===== src/rtl/ihex_pkg.sv =====
// ihex_pkg: shared types and codes for the intel hex record parser
// no dependencies

package ihex_pkg;

  typedef enum logic [2:0] {
    PH_WAIT  = 3'd0,
    PH_COUNT = 3'd1,
    PH_ADDR  = 3'd2,
    PH_TYPE  = 3'd3,
    PH_DATA  = 3'd4,
    PH_CSUM  = 3'd5,
    PH_SKIP  = 3'd6
  } phase_t;

  typedef enum logic [2:0] {
    ST_OK        = 3'd0,
    ST_CSUM_BAD  = 3'd1,
    ST_NO_START  = 3'd2,
    ST_BAD_DIGIT = 3'd3,
    ST_TOO_LONG  = 3'd4,
    ST_TRUNCATED = 3'd5
  } status_t;

  localparam logic KIND_DATA = 1'b0;
  localparam logic KIND_DONE = 1'b1;

  localparam logic [7:0] CH_COLON = 8'h3A;
  localparam logic [7:0] CH_ZERO  = 8'h30;
  localparam logic [7:0] CH_NINE  = 8'h39;
  localparam logic [7:0] CH_UPPER_A = 8'h41;
  localparam logic [7:0] CH_UPPER_F = 8'h46;

endpackage


===== src/rtl/intel_hex_record_parser_unit.sv =====
// intel_hex_record_parser_unit: decodes one intel hex line, one ascii character per transaction
// depends on ihex_pkg

// Takes one character per cycle, with in_tlast on the line's last character. Each character
// passes an input register, decode and checksum add, and a result register, so
// a character is accepted every cycle and its result (if any) is registered after decode;
// the only limit on rate is backpressure from out_tready. Data bytes come out
// as they are decoded (out_tuser low); a record-done transaction (out_tuser high) carries the
// header fields and a status. After a record-done or an error, characters are dropped until
// the end of the line.
module intel_hex_record_parser_unit
  import ihex_pkg::*;
#(
  parameter int MAX_DATA_BYTES = 16
) (
  input  logic        clk,
  input  logic        rst_n,
  input  logic        in_tvalid,
  output logic        in_tready,
  input  logic [7:0]  in_tdata,   // [7:0] char_in
  input  logic        in_tlast,   // last_char
  output logic        out_tvalid,
  input  logic        out_tready,
  output logic [47:0] out_tdata,  // [7:0] data_byte, [11:8] byte_index, [19:12] rec_len,
                                  // [35:20] load_address, [43:36] rec_type, [46:44] status
  output logic [0:0]  out_tuser   // [0] kind
);

  localparam int IDXW = $clog2(MAX_DATA_BYTES + 1);
  localparam logic [7:0] MAX_COUNT = 8'(MAX_DATA_BYTES);

  // input stage
  logic       in_valid_r;
  logic [7:0] in_char_r;
  logic       in_last_r;

  // parser state
  phase_t            phase_r, phase_nxt;
  logic [1:0]        digit_pos_r, digit_pos_nxt;
  logic [3:0]        high_nib_r, high_nib_nxt;
  logic [7:0]        sum_r, sum_nxt;
  logic [7:0]        count_r, count_nxt;
  logic [15:0]       addr_r, addr_nxt;
  logic [7:0]        type_r, type_nxt;
  logic [IDXW-1:0]   idx_r, idx_nxt;

  // result stage
  logic        out_valid_r;
  logic        kind_r, kind_nxt;
  logic [7:0]  data_byte_r, data_byte_nxt;
  logic [3:0]  byte_index_r, byte_index_nxt;
  logic [7:0]  rec_len_r;
  logic [15:0] load_addr_r;
  logic [7:0]  rec_type_r;
  status_t     status_r, status_nxt;

  logic        out_free;
  logic        proc;
  logic        res_valid;
  logic        fin;
  status_t     fin_status;
  logic        nib_ok;
  logic [3:0]  nib;
  logic [7:0]  dbyte;
  logic [IDXW-1:0] idx_inc;
  logic [7:0]  idx_ext;

  assign out_free  = !out_valid_r || out_tready;
  assign in_tready = !in_valid_r || out_free;
  assign proc      = in_valid_r && out_free;

  // hex digit decode, uppercase only
  always_comb begin
    nib_ok = 1'b0;
    nib    = 4'd0;
    if (in_char_r >= CH_ZERO && in_char_r <= CH_NINE) begin
      nib_ok = 1'b1;
      nib    = 4'(in_char_r - CH_ZERO);
    end else if (in_char_r >= CH_UPPER_A && in_char_r <= CH_UPPER_F) begin
      nib_ok = 1'b1;
      nib    = 4'(in_char_r - CH_UPPER_A + 8'd10);
    end
  end

  assign dbyte   = {high_nib_r, nib};
  assign idx_inc = idx_r + IDXW'(1);
  assign idx_ext = 8'(idx_r);

  always_comb begin
    phase_nxt      = phase_r;
    digit_pos_nxt  = digit_pos_r;
    high_nib_nxt   = high_nib_r;
    sum_nxt        = sum_r;
    count_nxt      = count_r;
    addr_nxt       = addr_r;
    type_nxt       = type_r;
    idx_nxt        = idx_r;
    res_valid      = 1'b0;
    fin            = 1'b0;
    fin_status     = ST_OK;
    kind_nxt       = KIND_DONE;
    data_byte_nxt  = 8'd0;
    byte_index_nxt = 4'd0;
    status_nxt     = ST_OK;

    unique case (phase_r) inside
      PH_WAIT: begin
        if (in_char_r != CH_COLON) begin
          fin        = 1'b1;
          fin_status = ST_NO_START;
        end else begin
          sum_nxt       = 8'd0;
          count_nxt     = 8'd0;
          addr_nxt      = 16'd0;
          type_nxt      = 8'd0;
          idx_nxt       = '0;
          digit_pos_nxt = 2'd0;
          high_nib_nxt  = 4'd0;
          phase_nxt     = PH_COUNT;
          if (in_last_r) begin
            fin        = 1'b1;
            fin_status = ST_TRUNCATED;
          end
        end
      end
      PH_SKIP: begin
        if (in_last_r) begin
          phase_nxt = PH_WAIT;
        end
      end
      PH_COUNT, PH_ADDR, PH_TYPE, PH_DATA, PH_CSUM: begin
        if (!nib_ok) begin
          fin        = 1'b1;
          fin_status = ST_BAD_DIGIT;
        end else if (!digit_pos_r[0]) begin
          high_nib_nxt  = nib;
          digit_pos_nxt = digit_pos_r + 2'd1;
          if (in_last_r) begin
            fin        = 1'b1;
            fin_status = ST_TRUNCATED;
          end
        end else begin
          sum_nxt       = sum_r + dbyte;
          digit_pos_nxt = digit_pos_r + 2'd1;
          case (phase_r)
            PH_COUNT: begin
              count_nxt     = dbyte;
              digit_pos_nxt = 2'd0;
              phase_nxt     = PH_ADDR;
              if (dbyte > MAX_COUNT) begin
                fin        = 1'b1;
                fin_status = ST_TOO_LONG;
              end else if (in_last_r) begin
                fin        = 1'b1;
                fin_status = ST_TRUNCATED;
              end
            end
            PH_ADDR: begin
              addr_nxt = {addr_r[7:0], dbyte};
              if (digit_pos_r == 2'd3) begin
                digit_pos_nxt = 2'd0;
                phase_nxt     = PH_TYPE;
              end
              if (in_last_r) begin
                fin        = 1'b1;
                fin_status = ST_TRUNCATED;
              end
            end
            PH_TYPE: begin
              type_nxt      = dbyte;
              digit_pos_nxt = 2'd0;
              phase_nxt     = (count_r != 8'd0) ? PH_DATA : PH_CSUM;
              if (in_last_r) begin
                fin        = 1'b1;
                fin_status = ST_TRUNCATED;
              end
            end
            PH_DATA: begin
              if (in_last_r) begin
                fin        = 1'b1;
                fin_status = ST_TRUNCATED;
              end else begin
                res_valid      = 1'b1;
                kind_nxt       = KIND_DATA;
                data_byte_nxt  = dbyte;
                byte_index_nxt = idx_ext[3:0];
                idx_nxt        = idx_inc;
                digit_pos_nxt  = 2'd0;
                if (8'(idx_inc) >= count_r) begin
                  phase_nxt = PH_CSUM;
                end
              end
            end
            default: begin
              fin        = 1'b1;
              fin_status = (sum_nxt == 8'd0) ? ST_OK : ST_CSUM_BAD;
            end
          endcase
        end
      end
      default: begin
        phase_nxt = PH_WAIT;
      end
    endcase

    if (fin) begin
      res_valid     = 1'b1;
      kind_nxt      = KIND_DONE;
      status_nxt    = fin_status;
      phase_nxt     = in_last_r ? PH_WAIT : PH_SKIP;
      digit_pos_nxt = 2'd0;
    end
  end

  always_ff @(posedge clk) begin
    if (!rst_n) begin
      in_valid_r <= 1'b0;
    end else if (in_tready) begin
      in_valid_r <= in_tvalid;
    end
    if (in_tvalid && in_tready) begin
      in_char_r <= in_tdata;
      in_last_r <= in_tlast;
    end
  end

  always_ff @(posedge clk) begin
    if (!rst_n) begin
      phase_r     <= PH_WAIT;
      digit_pos_r <= 2'd0;
      high_nib_r  <= 4'd0;
      sum_r       <= 8'd0;
      count_r     <= 8'd0;
      addr_r      <= 16'd0;
      type_r      <= 8'd0;
      idx_r       <= '0;
    end else if (proc) begin
      phase_r     <= phase_nxt;
      digit_pos_r <= digit_pos_nxt;
      high_nib_r  <= high_nib_nxt;
      sum_r       <= sum_nxt;
      count_r     <= count_nxt;
      addr_r      <= addr_nxt;
      type_r      <= type_nxt;
      idx_r       <= idx_nxt;
    end
  end

  always_ff @(posedge clk) begin
    if (!rst_n) begin
      out_valid_r <= 1'b0;
    end else if (out_free) begin
      out_valid_r <= proc && res_valid;
    end
    if (proc && res_valid) begin
      kind_r       <= kind_nxt;
      data_byte_r  <= data_byte_nxt;
      byte_index_r <= byte_index_nxt;
      rec_len_r    <= count_nxt;
      load_addr_r  <= addr_nxt;
      rec_type_r   <= type_nxt;
      status_r     <= status_nxt;
    end
  end

  assign out_tvalid = out_valid_r;
  assign out_tuser  = kind_r;
  assign out_tdata  = {1'b0, status_r, rec_type_r, load_addr_r, rec_len_r,
                       byte_index_r, data_byte_r};

`ifndef SYNTHESIS
  a_data_status_ok: assert property (@(posedge clk) disable iff (!rst_n)
    out_valid_r && kind_r == KIND_DATA |-> status_r == ST_OK)
    else $error("data transaction with nonzero status");

  a_idx_in_range: assert property (@(posedge clk) disable iff (!rst_n)
    phase_r == PH_DATA |-> 8'(idx_r) < count_r)
    else $error("data index at or past byte count");

  a_no_start: assert property (@(posedge clk) disable iff (!rst_n)
    proc && phase_r == PH_WAIT && in_char_r != CH_COLON
      |=> out_valid_r && kind_r == KIND_DONE && status_r == ST_NO_START)
    else $error("missing start code not reported");

  a_ready_when_empty: assert property (@(posedge clk) disable iff (!rst_n)
    !out_valid_r |-> in_tready)
    else $error("input stalled with empty result register");
`endif

endmodule


===== config.mk =====
export PLATFORM = sky130hd
export DESIGN_NAME = intel_hex_record_parser_unit
export DESIGN_NICKNAME = d
export VERILOG_FILES = /design/src/rtl/ihex_pkg.sv /design/src/rtl/intel_hex_record_parser_unit.sv
export SDC_FILE = /design/constraint.sdc
export NUM_CORES = 1
export LEC_CHECK = 0
export CAP_MARGIN = 30
export CELL_PAD_IN_SITES_DETAIL_PLACEMENT = 0
export CELL_PAD_IN_SITES_GLOBAL_PLACEMENT = 1
export CORE_AREA = 5 5 116 118
export DETAILED_ROUTE_END_ITERATION = 10
export DIE_AREA = 0 0 121 123
export DONT_BUFFER_PORTS = 1
export GPL_ROUTABILITY_DRIVEN = 0
export PLACE_DENSITY = 0.86
export SYNTH_ARGS = -nofsm -noshare
export SYNTH_HDL_FRONTEND = slang
export SYNTH_SLANG_ARGS = --single-unit

===== constraint.sdc =====
create_clock -name clk -period 4.6 [get_ports clk]
set_input_delay 0.69 -clock clk [delete_from_list [all_inputs] [get_ports clk]]
set_output_delay 0.69 -clock clk [all_outputs]
set_load 0.03 [all_outputs]

==> flow_summary_export.csv <==
group,metric,value,unit
timing,period_minus_slack,3.95,ns
die,ios,64,
critical_path,worstSetupPathType,"register to register",
global_route,grt_max_degree,43,
finish,fillers,1117,
synth,synth_enable_flop_cells,57,
drt,via_count,3986,
min_path,hp-start,"in_tdata[2]",
synth,yosys_warnings,0,
synth,async_flop_share,0,%
finish,num-nets-final,532,
min_path,holdPathEnd,"in_char_r[2]",
critical_path,path_max_fanout,9,
critical_path,cpPeakStageDelay,0.52,ns
timing,fin_crit_sh,85.8,%
drt,vias_per_cell,5.83,
synth,ys_seq_elements,113,
drt,dr.pass1.iters,7,
die,die_w,121,um
timing,skew,0.00874,ns
die,die_h,123,um
die,core_area,0.0124,mm2
global_route,grt_use_total,17.0,%
synth,ys.flop_type,"edfxtp_1",
placement,io_buffers,0,
synth,yosysMostFrequentCell,"edfxtp_1",
critical_path,path_buf_inv,3,
synth,ys_types,63,
critical_path,crit_family,"simple AND/OR/NAND/NOR gates",
timing,setup_viol,0,
clock_network,insertion_delay,0.41,ns
clock_network,holdBufCountCts,0,
synth,synth_area,0.00538,mm2
status,run_status,"finished clean",
timing,max-slew-margin-rel,31.1,%
critical_path,r2r_cells,16,
timing,rsz0062_at_grt,"no",
critical_path,crit_required,4.75,ns
drt,routed_wl,12200,um
die,dieArea,0.0149,mm2
timing,tns,0,ns
placement,hpwlAfterDp,8410,um
critical_path,path_cells,"inv_1 -> ha_1 -> or3b_1 -> nand4_2 -> o21ai_1 -> buf_4 -> ha_1 -> inv_1 -> fa_1 -> nor2b_1 -> nor3_1 -> nor2_1 -> a21oi_1 -> or4_1 -> o41ai_1 -> a22oi_1",
drt,drcViolationCount,0,
synth,yosysSeqAreaShare,52.7,%
min_path,hp-class,"primary input to register",
clock_network,htree_levels,4,
drt,ant_nets,0,
drt,dr.first_iter.drc_count,393,
critical_path,reg2reg_slack,0.65,ns
critical_path,critPathCaptureType,"register",
synth,synth_top_cell_by_area,"edfxtp_1",
clock_network,clock_path_buffers,2,
critical_path,cp_data_arrival_time,4.10,ns
drt,wire_per_inst,17.8,um
timing,drv_slew,0,
critical_path,rr_endpoint,"status_r[0]",
clock_network,clkTransAtPathRegs,0.06,ns
synth,yosysTopAreaCellShare,31.8,%
power,p_leak,2.17,nW
finish,layout-drive-gt1-share,10.4,%
clock_network,cts_setup_buffers,0,
critical_path,slowest_stage,"or4_1",
synth,synthTopCellsByCount,"57 x edfxtp_1, 56 x dfxtp_1, 48 x a22o_1, 48 x nor2_1, 29 x nand2_1",
die,start_util,43.5,%
synth,synthCells,504,
critical_path,reg2reg_from,"in_char_r[0]",
global_route,grt_pass1_vias,3791,
clock_network,cts_tree,"yes",
flow_run,drv_cap,0,
timing,hold_viol,0,
placement,pre_cts_ws,0.652,ns
power,p_per_area,414,mW/mm2
timing,worst_slew_pin_slew,1.03,ns
clock_network,cts_sinks,113,
critical_path,cp-start-kind,"register",
global_route,antenna_found_initial,0,
die,rows,41,
power,vdd_ir_drop_max,251,uV
min_path,whs_path_depth,0,
finish,syn2layout_area_growth,13.0,%
synth,synth_fp_nets,536,
timing,fin_ws,0.654,ns
synth,synthTopCellsByArea,"edfxtp_1 32%, dfxtp_1 21%, a22o_1 7.8%",
finish,insertedDiodeCount,0,
global_route,grt_first_pass_wirelength,19700,um
timing,fmax,0.253,GHz
global_route,grt_overflow,0,
clock_network,cts_root_buffer,"clkbuf_16",
clock_network,cts_buffers,17,
synth,synth_area_per_cell,10.7,um2
clock_network,post_cts_resized,0,
-- worst register-to-register path: stages (launching register included) --
cell	delay, ns
edfxtp_1	0.45
inv_1	0.10
ha_1	0.24
or3b_1	0.21
nand4_2	0.23
o21ai_1	0.19
buf_4	0.20
ha_1	0.20
inv_1	0.06
fa_1	0.41
nor2b_1	0.19
nor3_1	0.09
nor2_1	0.11
a21oi_1	0.06
or4_1	0.52
o41ai_1	0.31
a22oi_1	0.10
-- how the worst max path moves through the flow --
stage,startpoint,to,depth (start not counted)
6_report,in_char_r[0],status_r[0],16
5_1_grt,in_char_r[0],status_r[0],16
4_1_cts,in_char_r[0],status_r[0],16
3_5_place_dp,in_char_r[0],status_r[0],16
2_1_floorplan,in_char_r[0],status_r[0],15
3_3_place_gp,in_char_r[0],status_r[0],16
-- kinds of logic (layout without fill, tap and decap cells) --
logic type,count (synthesis),after routing,synth area share [%]
compound gates,163,163,21.9
xor+xnor,10,10,1.63
fa+ha+maj,19,19,4.56
buf+inv,44,52,3.63
flops,113,113,52.7
mux,4,4,0.768
other cells,1,1,0.0697
simple gates,150,150,14.8
-- registers in the layout, indices dropped and copies added (netlist names), 3 cells and up --
name / cells
idx_r: 5
addr_r: 16
in_char_r: 8
data_byte_r: 8
rec_len_r: 8
load_addr_r: 16
sum_r: 8
byte_index_r: 4
type_r: 8
phase_r: 3
status_r: 3
rec_type_r: 8
count_r: 8
high_nib_r: 4
-- cell usage in the layout, fill, tap and decap left out, types with 18 or more instances in the layout --
master,count
o21ai_0,27
a22oi_1,25
edfxtp_1,57
nor2_1,48
ha_1,18
a21oi_1,22
a22o_1,48
nand2_1,29
dfxtp_1,56
-- layout make-up --
type	instances	area [um2]	share of cell area (%)
sequential	113	2830	46.6
multi-input combinational	347	2360	38.9
clock buffer	18	439	7.23
tap	172	215	3.54
clock inverter	13	138	2.27
inverter	18	67.6	1.11
timing repair buffer	3	22.5	0.371
-- power breakdown --
| group | total, W | switching, W | internal (W) |
|---|---|---|---|
| Clock | 0.00127 | 0.000461 | 0.000806 |
| Sequential | 0.00114 | 0.0000560 | 0.00108 |
| Combinational | 0.000108 | 0.0000810 | 0.0000272 |
| Total | 0.00251 | 0.000598 | 0.00192 |
-- metal layers --
metal  GRT usage [%]  vias to the layer above  share of wire [%]  wire length [um]
li1                -                     1894                  -                 -
met1            21.1                     1925                 44              5350
met2            28.0                      144                 47              5780
met3            4.85                       23                6.5               790
met4            7.37                        0                2.4               289
met5               0                        -                  0                 0
-- metrics by stage --
stage	utilization [%]	hold slack [ns]	total power [W]	instances	cell area (um2)
floorplan	-	0.436	0.00123	504	5380
global placement	44.5	0.443	0.00126	653	5500
detailed placement	44.5	0.450	0.00127	653	5500
CTS	49.1	0.357	0.00253	684	6080
finish	49.1	0.369	0.00251	684	6080
global route	49.1	0.359	0.00260	684	6080
No activity file was read; power rests on OpenSTA's default activity.
